--- src/sv/atb_pkg.sv ---
package atb_pkg;

    localparam int CAP_W   = 49;
    localparam int BLK_W   = 48;
    localparam int LBA28_W = 28;

    // Requests in flight: pipeline plus queued, bounded by the credit count
    localparam int Q_DEPTH = 4;
    localparam int Q_PTR_W = $clog2(Q_DEPTH);
    localparam int Q_CNT_W = $clog2(Q_DEPTH + 1);

    // floor(2^32 / 63); the quotient estimate is low by at most one
    localparam logic [26:0] RECIP_63 = 27'd68174084;
    localparam int          RECIP_SH = 32;
    localparam int          QUOT_W   = 23;

    localparam logic [6:0] CHS_SECTORS = 7'd63;

    localparam logic [7:0] CMD_READ  = 8'h20;
    localparam logic [7:0] CMD_WRITE = 8'h30;

    localparam logic [2:0] SEL_LBA_TAG = 3'b111;
    localparam logic [2:0] SEL_CHS_TAG = 3'b101;

    typedef enum logic [1:0] {
        ST_OK       = 2'd0,
        ST_CAPACITY = 2'd1,
        ST_LBA48    = 2'd2
    } status_t;

    typedef enum logic [2:0] {
        RI_SELECT  = 3'd0,
        RI_CONTROL = 3'd1,
        RI_COUNT   = 3'd2,
        RI_LBA0    = 3'd3,
        RI_LBA1    = 3'd4,
        RI_LBA2    = 3'd5,
        RI_COMMAND = 3'd6
    } reg_index_t;

    typedef struct packed {
        logic [CAP_W-1:0] cap_primary;
        logic [CAP_W-1:0] cap_secondary;
        logic             lba_primary;
        logic             lba_secondary;
    } cfg_t;

    typedef struct packed {
        status_t    status;
        logic [7:0] sel;
        logic [7:0] cnt;
        logic [7:0] b0;
        logic [7:0] b1;
        logic [7:0] b2;
        logic [7:0] cmd;
    } entry_t;

    typedef struct packed {
        status_t    status;
        reg_index_t reg_index;
        logic [7:0] reg_data;
        logic       last;
    } result_t;

endpackage

--- src/sv/atb_calc.sv ---
module atb_calc
    import atb_pkg::*;
(
    input  logic             clk,
    input  logic             rst_n,
    input  logic             in_valid,
    input  logic             mode,
    input  logic             drive_secondary,
    input  logic [BLK_W-1:0] start_block,
    input  logic [7:0]       block_count,
    input  cfg_t             cfg,
    output logic             out_valid,
    output entry_t           out_entry
);

    // stage 1: captured request
    logic             s1_valid_reg;
    logic             s1_wr_reg;
    logic             s1_sec_reg;
    logic [BLK_W-1:0] s1_blk_reg;
    logic [7:0]       s1_cnt_reg;

    // stage 2: checks and reciprocal product
    logic               s2_valid_reg;
    logic               s2_wr_reg;
    logic               s2_sec_reg;
    logic               s2_lba_reg;
    logic               s2_err_cap_reg;
    logic               s2_err_lba_reg;
    logic [LBA28_W-1:0] s2_blk_reg;
    logic [7:0]         s2_cnt_reg;
    logic [QUOT_W-1:0]  s2_q0_reg;

    // stage 3: finished entry
    logic   s3_valid_reg;
    entry_t s3_entry_reg;

    logic [CAP_W-1:0]   s1_cap;
    logic               s1_lba;
    logic [CAP_W-1:0]   s1_end;
    logic               s2_err_cap_next;
    logic               s2_err_lba_next;
    logic [54:0]        s1_prod;
    logic [QUOT_W-1:0]  s2_q0_next;

    logic [29:0]        s2_rem_wide;
    logic [6:0]         s2_rem0;
    logic               s2_fix;
    logic [QUOT_W-1:0]  s2_quot;
    logic [6:0]         s2_rem;
    logic [7:0]         s2_sector;
    entry_t             s3_entry_next;

    assign s1_cap = s1_sec_reg ? cfg.cap_secondary : cfg.cap_primary;
    assign s1_lba = s1_sec_reg ? cfg.lba_secondary : cfg.lba_primary;
    assign s1_end = {1'b0, s1_blk_reg} + {{(CAP_W-8){1'b0}}, s1_cnt_reg};
    assign s2_err_cap_next = s1_end > s1_cap;
    assign s2_err_lba_next = |s1_blk_reg[BLK_W-1:LBA28_W];
    assign s1_prod = s1_blk_reg[LBA28_W-1:0] * RECIP_63;
    assign s2_q0_next = s1_prod[RECIP_SH +: QUOT_W];

    // remainder of the estimate lies in [0, 126): one correction step
    assign s2_rem_wide = {2'b00, s2_blk_reg} - {1'b0, s2_q0_reg, 6'b0}
                         + {7'b0, s2_q0_reg};
    assign s2_rem0 = s2_rem_wide[6:0];
    assign s2_fix  = s2_rem0 >= CHS_SECTORS;
    assign s2_quot = s2_q0_reg + {{(QUOT_W-1){1'b0}}, s2_fix};
    assign s2_rem  = s2_fix ? (s2_rem0 - CHS_SECTORS) : s2_rem0;
    assign s2_sector = {1'b0, s2_rem} + 8'd1;

    always_comb
    begin
        s3_entry_next.cnt = s2_cnt_reg;
        s3_entry_next.cmd = s2_wr_reg ? CMD_WRITE : CMD_READ;
        if (s2_err_cap_reg)
        begin
            s3_entry_next.status = ST_CAPACITY;
        end
        else if (s2_err_lba_reg)
        begin
            s3_entry_next.status = ST_LBA48;
        end
        else
        begin
            s3_entry_next.status = ST_OK;
        end
        if (s2_lba_reg)
        begin
            s3_entry_next.sel = {SEL_LBA_TAG, s2_sec_reg, s2_blk_reg[27:24]};
            s3_entry_next.b0  = s2_blk_reg[7:0];
            s3_entry_next.b1  = s2_blk_reg[15:8];
            s3_entry_next.b2  = s2_blk_reg[23:16];
        end
        else
        begin
            // head = quotient mod 16, cylinder = quotient / 16 cut to 16 bits
            s3_entry_next.sel = {SEL_CHS_TAG, s2_sec_reg, s2_quot[3:0]};
            s3_entry_next.b0  = s2_sector;
            s3_entry_next.b1  = s2_quot[11:4];
            s3_entry_next.b2  = s2_quot[19:12];
        end
    end

    always_ff @(posedge clk or negedge rst_n)
    begin
        if (!rst_n)
        begin
            s1_valid_reg <= 1'b0;
            s2_valid_reg <= 1'b0;
            s3_valid_reg <= 1'b0;
        end
        else
        begin
            s1_valid_reg <= in_valid;
            s2_valid_reg <= s1_valid_reg;
            s3_valid_reg <= s2_valid_reg;
        end
    end

    always_ff @(posedge clk)
    begin
        if (in_valid)
        begin
            s1_wr_reg  <= mode;
            s1_sec_reg <= drive_secondary;
            s1_blk_reg <= start_block;
            s1_cnt_reg <= block_count;
        end
        if (s1_valid_reg)
        begin
            s2_wr_reg      <= s1_wr_reg;
            s2_sec_reg     <= s1_sec_reg;
            s2_lba_reg     <= s1_lba;
            s2_err_cap_reg <= s2_err_cap_next;
            s2_err_lba_reg <= s2_err_lba_next;
            s2_blk_reg     <= s1_blk_reg[LBA28_W-1:0];
            s2_cnt_reg     <= s1_cnt_reg;
            s2_q0_reg      <= s2_q0_next;
        end
        if (s2_valid_reg)
        begin
            s3_entry_reg <= s3_entry_next;
        end
    end

    assign out_valid = s3_valid_reg;
    assign out_entry = s3_entry_reg;

endmodule

--- src/sv/atb_queue.sv ---
module atb_queue
    import atb_pkg::*;
(
    input  logic    clk,
    input  logic    rst_n,
    input  logic    push,
    input  entry_t  push_entry,
    output logic    pop,
    output logic    res_valid,
    output result_t res
);

    entry_t               mem_reg [Q_DEPTH];
    logic [Q_PTR_W-1:0]   wr_ptr_reg;
    logic [Q_PTR_W-1:0]   rd_ptr_reg;
    logic [Q_CNT_W-1:0]   count_reg;
    logic [Q_CNT_W-1:0]   count_next;
    reg_index_t           step_reg;
    reg_index_t           step_next;
    logic                 res_valid_reg;
    result_t              res_reg;
    result_t              res_next;

    entry_t               head;
    logic                 empty;
    logic                 head_err;

    assign head     = mem_reg[rd_ptr_reg];
    assign empty    = count_reg == '0;
    assign head_err = head.status != ST_OK;
    assign pop      = !empty && (head_err || step_reg == RI_COMMAND);

    always_comb
    begin
        count_next = count_reg + Q_CNT_W'(push) - Q_CNT_W'(pop);
        if (pop)
        begin
            step_next = RI_SELECT;
        end
        else if (!empty)
        begin
            step_next = reg_index_t'(step_reg + 3'd1);
        end
        else
        begin
            step_next = step_reg;
        end
    end

    always_comb
    begin
        res_next.status    = head.status;
        res_next.reg_index = step_reg;
        res_next.last      = pop;
        unique case (step_reg)
            RI_SELECT:  res_next.reg_data = head.sel;
            RI_CONTROL: res_next.reg_data = 8'h00;
            RI_COUNT:   res_next.reg_data = head.cnt;
            RI_LBA0:    res_next.reg_data = head.b0;
            RI_LBA1:    res_next.reg_data = head.b1;
            RI_LBA2:    res_next.reg_data = head.b2;
            RI_COMMAND: res_next.reg_data = head.cmd;
            default:    res_next.reg_data = 8'h00;
        endcase
        // rejected request: a single status-only result
        if (head_err)
        begin
            res_next.reg_index = RI_SELECT;
            res_next.reg_data  = 8'h00;
        end
    end

    always_ff @(posedge clk or negedge rst_n)
    begin
        if (!rst_n)
        begin
            wr_ptr_reg    <= '0;
            rd_ptr_reg    <= '0;
            count_reg     <= '0;
            step_reg      <= RI_SELECT;
            res_valid_reg <= 1'b0;
        end
        else
        begin
            if (push)
            begin
                wr_ptr_reg <= wr_ptr_reg + Q_PTR_W'(1);
            end
            if (pop)
            begin
                rd_ptr_reg <= rd_ptr_reg + Q_PTR_W'(1);
            end
            count_reg     <= count_next;
            step_reg      <= step_next;
            res_valid_reg <= !empty;
        end
    end

    always_ff @(posedge clk)
    begin
        if (push)
        begin
            mem_reg[wr_ptr_reg] <= push_entry;
        end
        if (!empty)
        begin
            res_reg <= res_next;
        end
    end

    assign res_valid = res_valid_reg;
    assign res       = res_reg;

    a_no_overflow: assert property (@(posedge clk) disable iff (!rst_n)
        push |-> (count_reg != Q_CNT_W'(Q_DEPTH)))
        else $error("request queue overflow");

    a_last_pops: assert property (@(posedge clk) disable iff (!rst_n)
        (res_valid_reg && res_reg.last) |-> $past(pop))
        else $error("last result without queue pop");

    a_burst_continues: assert property (@(posedge clk) disable iff (!rst_n)
        (res_valid_reg && !res_reg.last) |=>
            (res_valid_reg && res_reg.reg_index == $past(res_reg.reg_index) + 3'd1))
        else $error("register write burst broken");

endmodule

--- src/sv/ata_taskfile_builder.sv ---
// A request passes the calc stages s1, s2 and s3, the queue and the result register;
// an accepted request yields 7 writes on consecutive cycles, a rejected one 1.
// The one-per-cycle result port sets the sustained rate; new requests are taken while
// earlier ones drain, and up to 4 requests are held in the 3-stage pipeline and queue.
// busy is high while all 4 request slots are taken. Reset clears the pipeline,
// queue and credits; capacities reset to 0, both drives to LBA mode.
module ata_taskfile_builder
    import atb_pkg::*;
(
    input  logic             clk,
    input  logic             rst_n,
    input  logic             start,
    output logic             busy,
    input  logic             mode,
    input  logic             drive_secondary,
    input  logic [BLK_W-1:0] start_block,
    input  logic [7:0]       block_count,
    input  logic             cfg_we,
    input  logic [1:0]       cfg_index,
    input  logic [CAP_W-1:0] cfg_data,
    output logic             strobe,
    output logic [1:0]       status,
    output logic [2:0]       reg_index,
    output logic [7:0]       reg_data,
    output logic             last
);

    localparam logic [1:0] CFG_CAP_PRIMARY   = 2'd0;
    localparam logic [1:0] CFG_CAP_SECONDARY = 2'd1;
    localparam logic [1:0] CFG_LBA_PRIMARY   = 2'd2;
    localparam logic [1:0] CFG_LBA_SECONDARY = 2'd3;

    cfg_t               cfg_reg;
    logic [Q_CNT_W-1:0] cred_reg;
    logic [Q_CNT_W-1:0] cred_next;

    logic    accept;
    logic    calc_valid;
    entry_t  calc_entry;
    logic    pop;
    logic    res_valid;
    result_t res;

    assign busy   = cred_reg == Q_CNT_W'(Q_DEPTH);
    assign accept = start && !busy;
    assign cred_next = cred_reg + Q_CNT_W'(accept) - Q_CNT_W'(pop);

    always_ff @(posedge clk or negedge rst_n)
    begin
        if (!rst_n)
        begin
            cfg_reg.cap_primary   <= '0;
            cfg_reg.cap_secondary <= '0;
            cfg_reg.lba_primary   <= 1'b1;
            cfg_reg.lba_secondary <= 1'b1;
            cred_reg              <= '0;
        end
        else
        begin
            cred_reg <= cred_next;
            if (cfg_we)
            begin
                unique case (cfg_index)
                    CFG_CAP_PRIMARY:   cfg_reg.cap_primary   <= cfg_data;
                    CFG_CAP_SECONDARY: cfg_reg.cap_secondary <= cfg_data;
                    CFG_LBA_PRIMARY:   cfg_reg.lba_primary   <= cfg_data[0];
                    CFG_LBA_SECONDARY: cfg_reg.lba_secondary <= cfg_data[0];
                    default: ;
                endcase
            end
        end
    end

    atb_calc u_calc (
        .clk             (clk),
        .rst_n           (rst_n),
        .in_valid        (accept),
        .mode            (mode),
        .drive_secondary (drive_secondary),
        .start_block     (start_block),
        .block_count     (block_count),
        .cfg             (cfg_reg),
        .out_valid       (calc_valid),
        .out_entry       (calc_entry)
    );

    atb_queue u_queue (
        .clk        (clk),
        .rst_n      (rst_n),
        .push       (calc_valid),
        .push_entry (calc_entry),
        .pop        (pop),
        .res_valid  (res_valid),
        .res        (res)
    );

    assign strobe    = res_valid;
    assign status    = res.status;
    assign reg_index = res.reg_index;
    assign reg_data  = res.reg_data;
    assign last      = res.last;

    a_cred_bound: assert property (@(posedge clk) disable iff (!rst_n)
        cred_reg <= Q_CNT_W'(Q_DEPTH))
        else $error("request credits exceed slots");

    a_pop_has_cred: assert property (@(posedge clk) disable iff (!rst_n)
        pop |-> (cred_reg != '0))
        else $error("request retired without credit");

endmodule
--- config.mk ---
export PLATFORM = sky130hd
export DESIGN_NAME = ata_taskfile_builder
export DESIGN_NICKNAME = d
export VERILOG_FILES = /design/src/sv/atb_pkg.sv /design/src/sv/atb_calc.sv /design/src/sv/atb_queue.sv /design/src/sv/ata_taskfile_builder.sv
export SDC_FILE = /design/constraint.sdc
export NUM_CORES = 1
export LEC_CHECK = 0
export ABC_AREA = 1
export BUFFER_PORTS_ARGS = -buffer_cell sky130_fd_sc_hd__buf_4
export CAP_MARGIN = 20
export CORE_ASPECT_RATIO = 1.2
export CORE_MARGIN = 1.5
export CORE_UTILIZATION = 52
export DETAILED_ROUTE_END_ITERATION = 8
export GPL_ROUTABILITY_DRIVEN = 0
export PLACE_DENSITY = 0.72
export SKIP_LAST_GASP = 1
export SYNTH_ARGS = -nofsm -noshare
export SYNTH_HDL_FRONTEND = slang
export SYNTH_SLANG_ARGS = --single-unit
export TNS_END_PERCENT = 50
--- constraint.sdc ---
create_clock -name clk -period 4.5 [get_ports clk]
set_clock_uncertainty 0.2 [all_clocks]
set_input_delay 0.9 -clock clk [delete_from_list [all_inputs] [get_ports clk]]
set_output_delay 0.9 -clock clk [all_outputs]
set_load 0.02 [all_outputs]
# Yosys cells after proc, flatten, opt, wreduce, memory -nomap -nowiden
# Memory sizes are Yosys's and may differ from the RTL's.
# Cells that the tools add are included.
[word_totals]
reg_bits = 300
mem_bits_rw = 200
in_bits = 113
out_inout_bits = 16
elab_cells = 89
mem_count = 1
[op_classes]
add_sub_neg = 13
mul = 1
order_cmp = 2
n_eq_ne = 10
n_mux = 12
reduce_logical = 14
[memory_table]
columns = ["memory", "words", "width", "read_ports", "rd_ports_with_merged_regs", "wr", "line_no", "source"]
rows = [
  ["u_queue.mem_reg", 4, 50, 1, 0, 1, "atb_queue.sv:13", "entry_t mem_reg [Q_DEPTH];"],
]
[op_table]
columns = ["op", "count"]
rows = [
  ["$mul 28x25->50 const B", 1],
  ["$add 48x8->49", 1],
  ["$gt 49x49->1", 1],
  ["$mux 49", 1],
  ["$pmux 8 s6", 1],
  ["$mux 24", 1],
  ["$add 20x1->20", 1],
  ["$reduce_or 20->1", 1],
  ["$mux 7", 2],
  ["$eq 3x3->1 const B", 4],
  ["$add 7x1->8 const B", 1],
  ["$reduce_and 2->1", 4],
  ["$add 7x7->7", 1],
  ["$ge 7x6->1 const B", 1],
  ["$sub 7x6->7 const B", 1],
  ["$sub 7x7->7", 1],
  ["$add 3x1->3", 2],
  ["$eq 3x2->1 const B", 2],
  ["$logic_not 3->1", 2],
  ["$mux 3", 2],
  ["$sub 3x1->3", 2],
  ["$mux 5", 1],
  ["$add 2x1->2 const B", 2],
  ["$eq 2x2->1 const B", 2],
  ["10 further kinds", 14],
]

# Logic depth before layout (Yosys ltp)
[depth]
ltp_word = 6
ltp_mapped = 29
depth_no_buf = 29

# Modules after synthesis
# Synthesis repeated with hierarchy kept, for this count alone.
[unflattened]
hier_cells = 2868
area_unflattened_um2 = 27680.3
[by_module_without_submodules]
columns = ["mod", "instances", "cells_each", "area_per_inst_um2", "seq_area_each_um2"]
rows = [
  ["atb_calc", 1, 1502, 13817.0, 4879.7],
  ["atb_queue", 1, 901, 9630.5, 6701.4],
  ["ata_taskfile_builder", 1, 465, 4232.8, 2580.0],
]

# Least setup slack after synthesis
# Ideal clock, no wire load.
[synth_path]
kind = "register to register"
from = "reg u_calc.s1_blk_reg[1]"
to = "reg u_calc.s2_q0_reg[17], data pin"
setup_time_ps = 262
arrival_time_ps = 4085
t_required_ps = 4038
path_slack_ps = -48
path_stages_with_launch = 19
n_path_buf = 0
path_cell_list = "edfxtp_1 -> ha_1 -> inv_1 -> fa_1 -> inv_1 -> fa_1 -> inv_1 -> fa_1 -> inv_1 -> ha_1 -> ha_1 -> nand2_1 -> nor2_1 -> nand2_1 -> nor4_1 -> a21oi_1 -> o21ai_1 -> a21oi_1 -> xor2_1"
[synth_via]
elab_chain_len = 1
[synth_lines]
columns = ["element", "line_no", "source"]
rows = [
  ["from (decl)", "atb_calc.sv:20", "logic [BLK_W-1:0] s1_blk_reg;"],
  ["from (signal assigned)", "atb_calc.sv:126", "s1_blk_reg <= start_block;"],
  ["$mul 28x25->50", "atb_calc.sv:59", "assign s1_prod = s1_blk_reg[LBA28_W-1:0] * RECIP_63;"],
  ["net u_calc.s1_prod[49]", "atb_calc.sv:43", "logic [54:0] s1_prod;"],
  ["to (signal assigned)", "atb_calc.sv:138", "s2_q0_reg <= s2_q0_next;"],
  ["to (decl)", "atb_calc.sv:32", "logic [QUOT_W-1:0] s2_q0_reg;"],
]
# The timed path passes the listed nets, and every way through them passes these cells.
# A chain may end at the register's enable or synchronous reset.

# Worst setup path after layout
[layout_path]
from = "reg u_calc.s1_blk_reg[7]"
to = "reg u_calc.s2_q0_reg[17], data pin"
# Same word-level chain as after synthesis.

==> out/metrics.csv <==
stage,metric,value,unit
run_status,outcome,"finished, violations left",
run_status,violated checks,negative setup slack,
global_routing,vias in the first global route,18800,
timing,WHS,218,ps
power_and_ir_drop,Internal,6.94,mW
synthesis,Unique masters post-synth,61,
setup_path,Most common cell on crit path,inv_2,
detailed_routing,vias per cell,5.62,
finish,layout cell share with drive strength beyond 1,0.170,
cts,clock root buffer,clkbuf_16,
global_routing,first-pass GRT wire length,96.5,mm
global_routing,initial antenna violation count,1,
finish,area of the multi-input gates,0.0113,sq mm
setup_path,Stages on worst setup path,19,
global_routing,All-Layer GR Usage,0.248,
floorplanning,die area,0.0498,sq mm
detailed_routing,Pre-antenna DRT Iters,5,
finish,Final #Nets,3056,
synthesis,most frequent cell after synthesis,nand2_1,
setup_path,CP Buf/Inv Count,5,
timing,crit path time final,4560,ps
power_and_ir_drop,total power draw,8.87,mW
synthesis,Synth Flop Type,edfxtp_1,
power_and_ir_drop,Comb power frac,0.053,
setup_path,Max stage delay on crit path,550,ps
timing,final worst slack,-64.9,ps
timing,max_slew headroom,0.354,
job,max cap viols,0,
setup_path,r2r startpoint,u_calc.s1_blk_reg[7]$_DFFE_PP_,
global_routing,largest net degree at the start of global routing,99,
synthesis,register area share after synthesis,0.519,
cts,"Reg clk slew, reported paths",70,ps
global_routing,grt ovf,0,
synthesis,Synth Cell Area,0.0252,sq mm
placement,Placement Setup Slack,-188,ps
power_and_ir_drop,Psw,1.93,mW
cts,CTS tree,yes,
power_and_ir_drop,Sw Ratio,0.217,
detailed_routing,Detail Route Antenna Nets,0,
timing,"Slew Viols, Final",0,
global_routing,met2 GRT Util,0.432,
timing,setup TNS,-296,ps
setup_path,"Max FO, Critical Path",3,
setup_path,crit path launch type,flop,
setup_path,Worst R2R End,u_calc.s2_q0_reg[17]$_DFFE_PP_,
power_and_ir_drop,Max VDD drop,0.000293,V
detailed_routing,Routed WL per cell,18.8,um
setup_path,Critical Path RT,4650,ps
finish,ANT cells,0,
timing,Least-Margin Pin Slew,968,ps
power_and_ir_drop,Leakage,12.8,nW
finish,fillcell total,3808,
timing,RSZ-0062 raised after global routing,yes,
placement,DP HPWL,45.5,mm
detailed_routing,DRT iter0 DRCs,1251,
floorplanning,Initial Utilization,0.525,
synthesis,"flops & latches, synth",455,
cts,Worst-Skew Late Latency,600,ps
setup_path,crit end category,flop,
power_and_ir_drop,clock power share,0.418,
synthesis,"top cells by area, synth","edfxtp_1 40%, dfrtp_1 11%, ha_1 11%",
synthesis,Mapped Cells,2461,
cts,Clock Tree Buf Depth,3,
setup_path,crit path DAT,4710,ps
timing,f_max,219,MHz
power_and_ir_drop,PD cells,300,mW/mm^2
global_routing,M1 GR Usage,0.298,
finish,max reg flops,164,
timing,Final Setup Violations,8,
synthesis,Syn. warnings,0,
synthesis,syn nets,2835,
finish,Layout Area Growth over Synthesis,17.2,%
floorplanning,Die Height,244,um
setup_path,launch point of the worst path,u_calc.s1_blk_reg[7]$_DFFE_PP_,
synthesis,top cell type's share of synthesized area,0.402,
synthesis,async set or reset register ratio after synthesis,0.257,
cts,H-tree levels,2,
setup_path,crit path to,u_calc.s2_q0_reg[17]$_DFFE_PP_,
cts,cts bufs inserted,44,
worst_hold_path,hold_sp,u_calc.s2_cnt_reg[4]$_DFFE_PP_,
floorplanning,CORE AREA,0.0480,sq mm
floorplanning,Site Rows,88,
finish,final core utilization,0.616,
detailed_routing,# DRC,0,
floorplanning,# IOs,129,
setup_path,Crit Path Category,reg -> reg,
synthesis,cell taking the most area after synthesis,edfxtp_1,
detailed_routing,"wirelength, routed",62.8,mm
synthesis,Syn Area/Cell,10.3,sq um
detailed_routing,routed vias,18800,
finish,Reg area,0.0131,sq mm
placement,Port Buffers,128,
synthesis,Commonest cells post-synth,"379 x nand2_1, 338 x edfxtp_1, 317 x inv_1",
synthesis,"EDFF count, synth",338,
worst_hold_path,worst hold-check path type,reg -> reg,
cts,hold buffers post-CTS,0,
cts,CTS sink cnt,455,
floorplanning,Die W,204,um
setup_path,worst reg2reg path depth,19,
setup_path,"Slowest-stage cell, CP",fa_1,
timing,endpoints failing hold,0,
setup_path,CP top delay family,adder cells,
setup_path,"setup slack, reg-to-reg",-60,ps
power_and_ir_drop,part of the power in registers,0.529,
setup_path,"Cell Chain, Critical Path",ha_4 > inv_2 > fa_1 > inv_2 > fa_1 > inv_2 > fa_1 > inv_2 > ha_4 > ha_4 > nand2_4 > nor2_4 > buf_4 > nand3_1 > nand2_1 > a21oi_2 > o21ai_2 > a21oi_2 > xor2_1,
global_routing,met3 Track Usage GR,0.0361,
global_routing,GRT busiest layer,met2,
timing,period utilization,1.01,
==> layout make-up <==
type	count	share of cell area
Timing Repair Buffer	237	0.0608
Sequential cell	455	0.443
Clock buffer	54	0.0389
Clock inverter	23	0.00889
Multi-Input combinational cell	1624	0.382
Inverter	320	0.0407
Tap cell	630	0.0267
==> logic make-up after synthesis <==
logic type | count (synthesis) | share of synthesized area
buffers and inverters | 382 | 0.0572
adder cells (fa/ha/maj) | 261 | 0.139
flip-flops | 455 | 0.518
AO/OA/AOI/OAI | 452 | 0.100
multiplexers | 50 | 0.0199
AND/OR/NAND/NOR | 774 | 0.135
XOR/XNOR | 87 | 0.0305
==> routing by layer <==
layer	part of all wire	wire [um]	vias to the layer above
met4	0.050	3150	2
li1	-	-	8923
met2	0.50	31400	668
met1	0.39	24600	8996
met3	0.057	3600	211
met5	0.00024	15	-
==> power by group through the flow <==
stage	clock, mW	sequential (mW)	combinational, mW
after global placement	0	4.77	0.445
after CTS	3.75	4.69	0.476
after detailed placement	0	4.78	0.473
final	3.70	4.69	0.471
after global routing	3.90	4.71	0.542
after floorplan	0	4.76	0.272
==> layout by cell type, fill, tap and decap left out, types with 34 or more instances in the layout <==
master,synthesis,routed
nor2_1,211,193
xnor2_1,34,34
nand3_1,49,44
edfxtp_1,338,338
a21oi_1,102,87
o21ai_0,231,225
xor2_1,52,51
dfrtp_1,115,113
ha_1,229,202
nand4_1,40,40
o22ai_1,37,37
inv_1,317,302
nand2_1,379,372
mux2i_1,48,48
clkbuf_16,0,44
buf_4,2,232
==> worst min-delay path by stage <==
stage,to,slack [ps],depth (start not counted)
floorplan,u_calc.out_entry[32]$_DFFE_PP_,200,0
global placement,u_calc.out_entry[39]$_DFFE_PP_,200,0
detailed placement,u_calc.out_entry[36]$_DFFE_PP_,200,0
CTS,u_calc.out_entry[36]$_DFFE_PP_,220,0
global route,u_calc.out_entry[36]$_DFFE_PP_,230,0
finish,u_calc.out_entry[36]$_DFFE_PP_,220,0
==> what timing repair did <==
| action | CTS | global route |
|---|---|---|
| gates resized for setup | 27 | 100 |
| gates cloned | 0 | 0 |
| setup endpoints to repair | 16 | 26 |
| pin swaps | 5 | 39 |
| setup buffers | 1 | 18 |
==> per-stage QoR <==
step,cell area [sq um],cells
6_report,29600,3343
4_1_cts,29000,3325
5_1_grt,29600,3343
3_3_place_gp,27400,3247
2_1_floorplan,25200,2461
3_5_place_dp,27400,3247
No activity file was read; power rests on OpenSTA's default activity.
